[src/sv/aoi_pkg.sv]
package aoi_pkg;

    localparam int TableDepth = 32;
    localparam int SlotBits   = 5;
    localparam int CoordBits  = 16;
    localparam int IdBits     = 16;
    localparam int DiffBits   = CoordBits + 1;

    typedef enum logic [2:0] {
        OP_WR_PT   = 3'd0,
        OP_WR_RECT = 3'd1,
        OP_CLEAR   = 3'd2,
        OP_Q_PT    = 3'd3,
        OP_Q_RECT  = 3'd4,
        OP_MV_PT   = 3'd5,
        OP_MV_RECT = 3'd6,
        OP_NONE    = 3'd7
    } t_op;

    typedef enum logic [2:0] {
        EV_HIT   = 3'd0,
        EV_ENTER = 3'd1,
        EV_LEAVE = 3'd2,
        EV_DONE  = 3'd3,
        EV_EMPTY = 3'd4
    } t_event;

    typedef enum logic [2:0] {
        S_IDLE,
        S_READ,
        S_TEST_A,
        S_TEST_B,
        S_DONE
    } t_state;

    // Commands from the controller to the datapath.
    typedef struct packed {
        logic load;      // capture the input word
        logic write;     // write the table slot
        logic clear;     // clear the table slot
        logic rd;        // read entry at scan index, or the own slot for a clear
        logic sel_b;     // area B drives the distance unit
        logic test_a;    // evaluate area A against the read entry
        logic test_b;    // evaluate area B and emit the scan result
        logic step;      // advance scan index
        logic emit_done; // emit the final word
    } t_cmd;

    // Status back to the controller.
    typedef struct packed {
        logic is_write;
        logic is_clear;
        logic is_scan;
        logic is_move;
        logic scan_last;
    } t_stat;

endpackage

[src/sv/aoi_ctrl.sv]
module aoi_ctrl
    import aoi_pkg::*;
(
    input  logic  i_clk,
    input  logic  i_rst_n,
    input  logic  i_start,
    input  t_stat i_stat,
    output t_cmd  o_cmd,
    output logic  o_busy
);

    t_state r_state, n_state;
    logic   r_phase, n_phase;

    // State register.
    always_ff @(posedge i_clk) begin
        if (!i_rst_n) begin
            r_state <= S_IDLE;
            r_phase <= 1'b0;
        end else begin
            r_state <= n_state;
            r_phase <= n_phase;
        end
    end

    // Per slot: READ, TEST_A (square then compare), TEST_B (square then compare).
    always_comb begin
        n_state = r_state;
        n_phase = 1'b0;
        o_cmd   = '0;
        o_busy  = (r_state != S_IDLE);
        unique case (r_state)
            S_IDLE: begin
                if (i_start) begin
                    o_cmd.load = 1'b1;
                    n_state = S_DONE;
                end
            end
            S_DONE: begin
                if (i_stat.is_write) begin
                    o_cmd.write = 1'b1;
                    n_state = S_IDLE;
                end else if (i_stat.is_clear) begin
                    if (!r_phase) begin
                        o_cmd.rd = 1'b1;
                        o_cmd.clear = 1'b0;
                        n_phase = 1'b1;
                    end else begin
                        o_cmd.clear = 1'b1;
                        n_state = S_IDLE;
                    end
                end else if (i_stat.is_scan && !r_phase) begin
                    n_state = S_READ;
                end else begin
                    o_cmd.emit_done = 1'b1;
                    n_state = S_IDLE;
                end
            end
            S_READ: begin
                o_cmd.rd = 1'b1;
                n_state = S_TEST_A;
            end
            S_TEST_A: begin
                o_cmd.test_a = r_phase;
                n_phase = !r_phase;
                if (r_phase) n_state = S_TEST_B;
            end
            S_TEST_B: begin
                o_cmd.sel_b = 1'b1;
                o_cmd.test_b = r_phase;
                n_phase = !r_phase;
                if (r_phase) begin
                    if (i_stat.scan_last) begin
                        n_state = S_DONE;
                        n_phase = 1'b1;
                    end else begin
                        o_cmd.step = 1'b1;
                        n_state = S_READ;
                    end
                end
            end
            default: n_state = S_IDLE;
        endcase
    end

`ifndef SYNTHESIS
    a_load_idle: assert property (@(posedge i_clk) disable iff (!i_rst_n)
        o_cmd.load |-> (r_state == S_IDLE))
        else $error("load outside idle");
    a_one_out: assert property (@(posedge i_clk) disable iff (!i_rst_n)
        $countones({o_cmd.write, o_cmd.clear, o_cmd.test_b, o_cmd.emit_done}) <= 1)
        else $error("two outputs at once");
    a_busy_after: assert property (@(posedge i_clk) disable iff (!i_rst_n)
        o_cmd.load |=> o_busy)
        else $error("not busy after load");
`endif

endmodule

[config.mk]
export PLATFORM = sky130hd
export DESIGN_NAME = aoi_ctrl
export DESIGN_NICKNAME = d
export VERILOG_FILES = /design/src/sv/aoi_pkg.sv /design/src/sv/aoi_ctrl.sv
export SDC_FILE = /design/constraint.sdc
export NUM_CORES = 1
export LEC_CHECK = 0
export BUFFER_PORTS_ARGS = -buffer_cell sky130_fd_sc_hd__buf_2
export CAP_MARGIN = 20
export CORE_AREA = 2 2 39 41
export DETAILED_ROUTE_END_ITERATION = 16
export DIE_AREA = 0 0 41 43
export PLACE_DENSITY_LB_ADDON = 0.2
export SKIP_CTS_REPAIR_TIMING = 1
export SYNTH_ARGS = -nofsm -noshare
export SYNTH_HDL_FRONTEND = slang
export SYNTH_SLANG_ARGS = --single-unit
[constraint.sdc]
create_clock -name i_clk -period 1.3 [get_ports i_clk]
set_input_delay 0.13 -clock i_clk [delete_from_list [all_inputs] [get_ports i_clk]]
set_output_delay 0.13 -clock i_clk [all_outputs]
set_load 0.01 [all_outputs]
Word-level counts from Yosys, hierarchy flattened:

Cells that the tools add are included.

* output and inout port bits: 10
* bits of input ports: 8
* word-level logic and storage cells: 47
* register bits after elaboration: 4

* eq/ne operators: 8
* multiplexer cells: 32
* reductions and logical operators: 5

Operators by type and width (count)
* 3-bit two-way mux: 7
* 1-bit two-way mux: 18
* 3-bit case mux with 5 select lines: 1
* 2-bit two-way mux: 4
* 3-bit by 2-bit == test with 1-bit output (second input constant): 2
* 2-bit inequality test (second input constant): 3
* 4-bit inequality test (second input constant): 1
* 4-bit AND reduction: 1
* 3-bit by 1-bit == test with 1-bit output (second input constant): 1
* 3-bit == test (second input constant): 1
* 3-bit logical NOT: 1
* 1-bit case mux with 3 select lines: 1
* 3-bit nonzero test: 1
* 1-bit case mux with 2 select lines: 1
* 1-bit logical AND: 1
* 1-bit logical NOT: 1

Depth between registers and ports, before layout:

Gate-level depths: netlist (run 1).

* word-level depth: 6
* depth in mapped cells: 5
* depth with buffers taken out: 4

Worst setup path after synthesis (run 1):

OpenSTA, ideal clock, no wires.

* kind: register to output
* start point: reg r_state[1]
* end point: out o_cmd[0] (netlist name)
* path buffers: 1
* data arrival time: 1074 ps
* required time: 1170 ps
* cell stages (with the launch flop): 5
* path slack: 96 ps
* cell sequence: dfxtp_1 > buf_6 > nor2_2 > nand2_1 > nor3_1

RTL lines
* from (decl): RTL line aoi_ctrl.sv:12 `t_state r_state, n_state;`
* from (signal assigned): RTL line aoi_ctrl.sv:21 `r_state <= n_state;`
* to (decl): RTL line aoi_ctrl.sv:8 `output t_cmd o_cmd,`

==> results of run 1 <==
## final timing paths
kind,end,start,cells after the start
setup / recovery,o_cmd[1],r_state[2],4
hold / removal,r_phase,i_rst_n,2
setup reg to reg,r_state[1],r_state[2],5
hold reg to reg,r_state[2],r_state[0],3
## routing by layer
layer | global-route usage, % | routed length, um | vias up | share of wire (%)
met5 | 0 | 0 | - | 0
met4 | 10.0 | 16 | 0 | 1.4
met3 | 4.71 | 30 | 2 | 2.7
met2 | 19.1 | 595 | 9 | 53
met1 | 18.8 | 483 | 220 | 43
li1 | - | - | 231 | -
## power groups by stage
stage / logic, mW / clock network [mW] / registers, mW
global route: 0.896 / 0.183 / 0.257
floorplan: 0.501 / 0 / 0.192
CTS: 0.608 / 0.166 / 0.226
detailed placement: 0.607 / 0 / 0.227
finish: 0.810 / 0.164 / 0.251
global placement: 0.607 / 0 / 0.228
## cell usage in the layout, fill, tap and decap left out
master / synthesis / final
or3_4: 0 / 1
nor2_1: 3 / 2
and2b_4: 1 / 1
nand2_1: 6 / 5
and4bb_4: 1 / 1
a21oi_1: 2 / 1
nand2b_1: 2 / 1
buf_4: 0 / 10
nor3_2: 0 / 2
and3_1: 3 / 2
a22oi_1: 2 / 2
nor2b_1: 4 / 2
and2_1: 1 / 1
nor2_4: 0 / 1
buf_2: 1 / 14
nand3_1: 1 / 1
buf_6: 2 / 3
nor2b_4: 0 / 2
o21ai_0: 2 / 2
a21o_1: 1 / 1
nand2b_4: 0 / 1
nand2_2: 0 / 1
dfxtp_2: 0 / 2
o21ai_2: 1 / 1
or2_1: 1 / 1
a32o_1: 1 / 1
a22oi_4: 1 / 1
and3_4: 0 / 1
nand4_1: 1 / 1
a21oi_2: 0 / 1
nor2_2: 1 / 1
mux2i_1: 1 / 1
dfxtp_4: 0 / 2
clkbuf_4: 0 / 3
o21ai_1: 2 / 2
inv_1: 3 / 3
## metrics by stage
step | utilization (%) | cell area (sq um)
after global placement | 35.2 | 487
after floorplan | - | 384
final | 46.6 | 644
after global routing | 46.6 | 644
after CTS | 36.8 | 509
after detailed placement | 35.2 | 487
## worst max-delay path: cells and delay by family (launching register included)
family	cells	cell delay, ns
buffers and inverters	1	0.10
DFF	1	0.35
and+or+nand+nor	3	0.59
## flip-flops by register name (all words and copies together) (netlist names)
signal and count:
r_phase 1, r_state 3
## cell type report
class                   instances  share of cell area, %
clock buffers                   3                   3.50
flip-flops and latches          4                   14.0
repair buffers                 27                   27.8
inverters                       3                   1.75
multi-input cells              41                   49.9
well taps                      16                   3.11
## synth_stat cells, types with 2 or more instances
cell / instances / share of area, %
a21oi_1: 2 / 2.6
a22oi_1: 2 / 3.9
and3_1: 3 / 4.9
buf_6: 2 / 5.9
dfxtp_1: 4 / 21
inv_1: 3 / 2.9
nand2_1: 6 / 5.9
nand2b_1: 2 / 3.3
nor2_1: 3 / 2.9
nor2b_1: 4 / 6.5
nor3_1: 2 / 2.6
o21ai_0: 2 / 2.6
o21ai_1: 2 / 2.6
## logic make-up (layout without fill, tap and decap cells)
kind of cell	Yosys count	in the layout	share of synthesized area, %
and+or+nand+nor	28	28	42.3
AOI/OAI and AO/OA	12	12	24.1
buffers and inverters	6	33	10.1
DFF	4	4	20.8
muxes	1	1	2.61
==> metrics.cfg, run 1 <==
[run_status]
status=finished, violations left
violations=negative setup slack

[place]
gp_congestion=0.776
place_ws_ns=0.0450
portBuffers=16
dpl.cell_count=84
hpwl_um=733

[layout]
area_delta_synth_final_pct=67.8
nets=88
fin_cells=94
multi_input_area_sq_um=322
diodes=0
num-fill-cells=148
drive_above_1_share_pct=62.8
seqCellArea_sq_um=90.1

[sta]
hold_violations=0
maxSlewViolCount=0
timing.final.crit_period_ns=1.42
slew_headroom_pct=86.5
setup_viol=5
clock_skew_ns=0.000882
holdWs_ns=0.157
fmax_mhz=703
tightest_slew_ns=0.202
fin_ws_ns=-0.123
fin_setup_tns_ns=-0.327
finalCritPeriodShare_pct=109
rsz0062_at_grt=yes

[setup_path]
max_stage_delay_ns=0.35
cp_data_arrival_time_ns=1.29
startpoint_type=flop
crit_fanout=7
required_ns=1.17
path_class=flop to primary output
worst_setup_path_end_kind=primary output
slowest_stage=dfxtp_4
reg2reg_setup_slack_ns=0.06
crit_chain=and2b_4, and3_4, nor2b_4, buf_6

[synthesis]
yosys_most_used_dff=dfxtp_1
syn_area_sq_um=384
seq_area_frac_synth_pct=20.8
synth_cell_types=27
synth-edff-count=0
synth-seq-cells=4
syn-mean-instance-area_sq_um=7.53
async_reset_ff_share_pct=0
syn_inst=51
synthesis.nets=59
synth_warnings=0

[drt]
drt-initial-drc-count=5
viasPerCell=4.91
drt_wl_total_um=1130
final_antenna_net_count=0
vias=462
dr.pass1.iters=4
drc=0
wire_per_inst_um=12.0

[floorplanning]
die-area_sq_um=1760
rows=14
die_y_um=43
ios=18
die_w_um=41
start_util_pct=27.8
core_sq_um=1380

[pwr]
power.internal_mw=0.733
powerDensity_nw_per_um2=1900
power.switching_mw=0.493
power_frac_seq_pct=20.5
power_frac_comb_pct=66.1
swShare_pct=40.2
power_leakage_nw=0.308
pwr-share-clk_pct=13.4
finalPower_mw=1.23
ir_drop_mv=0.627

[clocking]
cts_tree=yes
path_clk_slew_ns=0.04
clk_path_buf_depth=2
clock-sinks=4
clock_latency_ns=0.24
cts_buffers=3
htree_levels=1
cts_root_buffer=clkbuf_4

[grt]
grt_max_degree=11
grt_pass1_wl_um=1680
antenna_found_initial=0
gr-usage-all-layers_pct=14.4
grt_pass1_vias=382
overflow=0

[run]
max-cap-violations=0

[min_path]
min_path_type=input pin to flop

No activity file was read; power rests on OpenSTA's default activity.
==> run 2, diff against run 1 <==
Settings changed: ABC_AREA set to 1.
==> metrics.cfg, run 2 <==
[run_status]
status=complete, no violations

[synthesis]
synth_most_common_cell=nand2_1
seq_area_frac_synth_pct=25.5  ; +4.7 points
syn-mean-instance-area_sq_um=5.71  ; -24%
yosys-top-cells-area=dfxtp_1 25%, nand2_1 19%, nor2_2 10%, inv_1 8.4%, nor2_1 8.4%
synth_top_area_share_pct=25.5  ; +4.7 points
yosys_most_used_dff=dfxtp_1
async_reset_ff_share_pct=0  ; unchanged
yosys-top-cells-count=16 x nand2_1, 7 x inv_1, 7 x nor2_1, 5 x nand3_1, 5 x nor2_2
syn_inst=55  ; +7.8%
synth-edff-count=0  ; unchanged
synthesis.nets=63  ; +6.8%
synth_cell_types=13  ; -52%
synth-seq-cells=4  ; unchanged
yosysTopAreaCell=dfxtp_1
synth_warnings=0  ; unchanged
syn_area_sq_um=314  ; -18%

[floorplanning]
die-area_sq_um=1760  ; unchanged
ios=18  ; unchanged
core_sq_um=1380  ; unchanged
start_util_pct=22.7  ; -5.1 points
rows=14  ; unchanged
die_y_um=43  ; unchanged
die_w_um=41  ; unchanged

[drt]
vias=397  ; -14%
final_antenna_net_count=0  ; unchanged
wire_per_inst_um=8.16  ; -32%
viasPerCell=4.22  ; -14%
drt_wl_total_um=767  ; -32%
drt-initial-drc-count=2  ; -3
drc=0  ; unchanged
dr.pass1.iters=2  ; -2

[grt]
gr-usage-all-layers_pct=9.34  ; -5.1 points
grt_max_degree=9  ; -2
overflow=0  ; unchanged
grt_pass1_wl_um=1100  ; -35%
grt_pass1_vias=308  ; -19%
antenna_found_initial=0  ; unchanged

[clocking]
cts_buffers=3  ; unchanged
clock-sinks=4  ; unchanged
cts_root_buffer=clkbuf_4
clk_path_buf_depth=2  ; unchanged
htree_levels=1  ; unchanged
path_clk_slew_ns=0.04  ; about the same
clock_latency_ns=0.23  ; about the same
cts_tree=yes

[sta]
maxSlewViolCount=0  ; unchanged
rsz0062_at_grt=no
hold_violations=0  ; unchanged
clock_skew_ns=0.00183  ; +0.000950 ns
holdWs_ns=0.175  ; +0.0174 ns
timing.final.crit_period_ns=1.22  ; -0.207 ns
fmax_mhz=822  ; +17%
slew_headroom_pct=87.0  ; +0.43 points
tightest_slew_ns=0.194  ; -0.00818 ns
finalCritPeriodShare_pct=93.6  ; -16 points
fin_ws_ns=0.0835  ; +0.207 ns
setup_viol=0  ; -5

[layout]
largest_reg_flops=3  ; unchanged
drive_above_1_share_pct=47.4  ; -15 points
largest-register=r_state
fin_cells=94  ; unchanged
reg_top3=r_state: 3 flops, r_phase: 1 flops
mostFrequentLayoutCell=buf_2
area_delta_synth_final_pct=59.0
nets=88  ; unchanged
final_cell_mix=16 x buf_2, 15 x nand2_1, 7 x inv_1, 7 x nor2_1, 5 x nand3_1
final_area_sq_um=499  ; -23%
diodes=0  ; unchanged

[pwr]
power.switching_mw=0.119  ; -76%
powerDensity_nw_per_um2=801  ; -58%
ir_drop_mv=0.347  ; -45%
pwr-share-clk_pct=37.4  ; +24 points
power_leakage_nw=0.269  ; -13%
power_frac_comb_pct=27.2  ; -39 points
power_frac_seq_pct=35.5  ; +15 points
swShare_pct=29.8  ; -10 points
power.internal_mw=0.281  ; -62%
finalPower_mw=0.400  ; -67%

[setup_path]
cp_data_arrival_time_ns=1.09  ; -0.20 ns
required_ns=1.17  ; about the same
startpoint_type=flop
crit_fanout=4  ; -3
worst_setup_path_end_kind=primary output
path_class=flop to primary output

[run]
max-cap-violations=0  ; unchanged

[place]
postPlaceCellArea_sq_um=422  ; -13%
portBuffers=16  ; unchanged
gp_congestion=0.708  ; -8.8%
place_ws_ns=0.205  ; +0.160 ns
dpl.cell_count=88  ; +4.8%
hpwl_um=609  ; -17%

[min_path]
min_path_type=input pin to flop

[run 2: changes by cell type in the layout (fill, tap and decap cells not counted), sizes merged, moves of 2 or more]
cell	previous run	this run
buf	27	20
nand2	6	17
nand2b	2	0
and3	3	0
nand3	1	6
nor2	4	12
o21ai	5	0
nor2b	4	0
inv	3	10
a22oi	3	0
[run 2: worst paths after layout]
path	startpoint	slack, ns	endpoint	cells past startpoint
max	r_state[1]	0.08	o_cmd[1]	5
min	i_rst_n	0.17	r_state[0]	3
max reg2reg	r_state[1]	0.21	r_state[2]	7
min reg2reg	r_phase	0.64	r_state[1]	3
[run 2: worst max-delay path, stage by stage, from the launching register on]
cell,delay (ns)
dfxtp_2,0.35
inv_4,0.05
nor2_4,0.14
nand2_2,0.08
nor3_2,0.09
buf_2,0.14
[run 2: cell families (layout without fill, tap and decap cells)]
family / after synthesis / after routing / synth area share [%]
AO/OA/AOI/OAI: 4 / 4 / 6.77
buffers and inverters: 10 / 33 / 12.0
flip-flops: 4 / 4 / 25.5
AND/OR/NAND/NOR: 37 / 37 / 55.8
[run 2: final cells by class]
cell class,count,area (sq um)
Fill cell,162,885
Tap cell,16,20.0
Sequential cell,4,85.1
Inverter,10,40.0
Multi-Input combinational cell,41,221
Timing Repair Buffer,20,110
Clock buffer,3,22.5
[run 2: through the flow]
| stage | TNS, ns | util (%) |
|---|---|---|
| 6_report | 0 | 36.1 |
| 5_1_grt | 0 | 36.1 |
| 4_1_cts | -0.0851 | 32.1 |
| 3_5_place_dp | 0 | 30.5 |
| 3_3_place_gp | 0 | 30.5 |
| 2_1_floorplan | 0 | - |
[run 2: power by group through the flow]
stage | Clock (mW) | Combinational, mW | Sequential, mW
2_1_floorplan | 0 | 0.0668 | 0.138
3_3_place_gp | 0 | 0.0995 | 0.139
3_5_place_dp | 0 | 0.0998 | 0.139
4_1_cts | 0.158 | 0.100 | 0.137
5_1_grt | 0.162 | 0.122 | 0.142
6_report | 0.149 | 0.109 | 0.142
[run 2: metal layers]
| layer | vias to the layer above | routed length, um | GRT usage (%) |
|---|---|---|---|
| li1 | 218 | - | - |
| met1 | 170 | 345 | 11.3 |
| met2 | 9 | 373 | 13.4 |
| met3 | 0 | 48 | 1.57 |
| met4 | 0 | 0 | 8.00 |
| met5 | - | 0 | 0 |
==> run 3, diff against run 2 <==
Settings changed: PLACE_DENSITY_LB_ADDON 0.2 to unset.
==> metrics.cfg, run 3 (synthesized netlist as in run 2, its figures left out) <==
[run_status]
status=complete, no violations

[drt]
drt-initial-drc-count=5  ; +3
vias=396  ; -0.25%
wire_per_inst_um=8.69  ; +6.5%
drt_wl_total_um=808  ; +5.3%
viasPerCell=4.26  ; +0.82%
final_antenna_net_count=0  ; unchanged
dr.pass1.iters=4  ; +2
drc=0  ; unchanged

[floorplanning]
die-area_sq_um=1760  ; unchanged
die_w_um=41  ; unchanged
core_sq_um=1380  ; unchanged
rows=14  ; unchanged
start_util_pct=22.7  ; unchanged
die_y_um=43  ; unchanged
ios=18  ; unchanged

[layout]
final_area_sq_um=500  ; +0.25%
largest_reg_flops=3  ; unchanged
area_delta_synth_final_pct=59.4
final_cell_mix=16 x buf_2, 14 x nand2_1, 6 x inv_1, 6 x nor2_1, 4 x nand3_1
fin_cells=93  ; -1.1%
reg_top3=r_state: 3 flops, r_phase: 1 flops
mostFrequentLayoutCell=buf_2
utilization_pct=36.2  ; +0.090 points
diodes=0  ; unchanged
largest-register=r_state
drive_above_1_share_pct=53.2  ; +5.8 points
nets=87  ; -1.1%

[setup_path]
reg2regPathDepth=7  ; unchanged
required_ns=1.17  ; about the same
cp_data_arrival_time_ns=1.12  ; +0.03 ns
reg2reg_setup_slack_ns=0.22  ; about the same
crit_fanout=5  ; +1
crit-reg2reg-launch=r_state[0]
reg2reg_to=r_state[2]
startpoint_type=flop
path_class=flop to primary output
worst_setup_path_end_kind=primary output

[grt]
antenna_found_initial=0  ; unchanged
grt_max_degree=9  ; unchanged
gr-usage-all-layers_pct=9.64  ; +0.30 points
grt_pass1_vias=306  ; -0.65%
grt_pass1_wl_um=1090  ; -0.64%
overflow=0  ; unchanged

[clocking]
clk_path_buf_depth=2  ; unchanged
cts_root_buffer=clkbuf_4
htree_levels=1  ; unchanged
cts_buffers=3  ; unchanged
path_clk_slew_ns=0.03  ; about the same
clock-sinks=4  ; unchanged
cts_tree=yes
clock_latency_ns=0.23  ; about the same

[sta]
tightest_slew_ns=0.202  ; +0.00809 ns
timing.final.crit_period_ns=1.25  ; +0.0347 ns
holdWs_ns=0.168  ; -0.00620 ns
finalCritPeriodShare_pct=96.2  ; +2.7 points
fmax_mhz=799  ; -2.8%
rsz0062_at_grt=yes
setup_viol=0  ; unchanged
fin_setup_tns_ns=0  ; unchanged
hold_violations=0  ; unchanged
slew_headroom_pct=86.4  ; -0.54 points
fin_ws_ns=0.0488  ; -0.0347 ns
maxSlewViolCount=0  ; unchanged
clock_skew_ns=0.00472  ; +0.00289 ns

[min_path]
min_path_cells=3  ; unchanged
min_from=i_rst_n
worstHoldEndpoint=r_state[0]
min_path_type=input pin to flop

[place]
hpwl_um=621  ; +1.9%
dpl.cell_count=87  ; -1.1%
portBuffers=16  ; unchanged
postPlaceCellArea_sq_um=414  ; -1.8%
gp_congestion=0.763  ; +7.9%
place_ws_ns=0.187  ; -0.0175 ns

[pwr]
power.internal_mw=0.278  ; -0.98%
ir_drop_mv=0.437  ; +26%
power_frac_comb_pct=27.7  ; +0.5 points
power.switching_mw=0.125  ; +4.6%
powerDensity_nw_per_um2=804  ; +0.43%
power_leakage_nw=0.266  ; -1.1%
swShare_pct=31.0  ; +1.2 points
pwr-share-clk_pct=37.7  ; +0.3 points
finalPower_mw=0.403  ; +0.68%
power_frac_seq_pct=34.6  ; -0.9 points

[run]
max-cap-violations=0  ; unchanged

==> run 3: metal layers <==
layer | vias to the layer above | routed length [um] | global-route usage, %
met5 | - | 0 | 0
met2 | 19 | 366 | 13.8
met3 | 2 | 81 | 3.14
met1 | 161 | 353 | 10.9
li1 | 214 | - | -
met4 | 0 | 6 | 8.00
==> run 3: cell type report <==
| cell class | instances | area, sq um |
|---|---|---|
| repair buffers | 19 | 103 |
| fillers | 158 | 883 |
| well taps | 16 | 20.0 |
| multi-input cells | 41 | 229 |
| flip-flops and latches | 4 | 86.3 |
| inverters | 10 | 40.0 |
| clock buffers | 3 | 22.5 |
==> run 3: worst max-delay path: stages (launching register included) <==
cell and delay, ns:
dfxtp_4 0.36, inv_4 0.07, nand3_2 0.11, nor2_4 0.13, inv_2 0.05, nand2_1 0.05, buf_2 0.12
==> run 3: worst max path at each step <==
stage	to	from
2_1_floorplan	o_cmd[1]	r_state[1]
3_3_place_gp	o_cmd[5]	r_state[0]
3_5_place_dp	o_cmd[5]	r_state[0]
4_1_cts	o_cmd[5]	r_state[0]
5_1_grt	o_cmd[6]	r_state[0]
6_report	o_cmd[5]	r_state[0]
==> run 3: power groups by stage <==
stage	Combinational [mW]	Sequential (mW)	Clock (mW)
4_1_cts	0.0986	0.138	0.164
3_5_place_dp	0.0977	0.140	0
3_3_place_gp	0.0966	0.140	0
6_report	0.112	0.139	0.152
5_1_grt	0.123	0.140	0.166
2_1_floorplan	0.0668	0.138	0
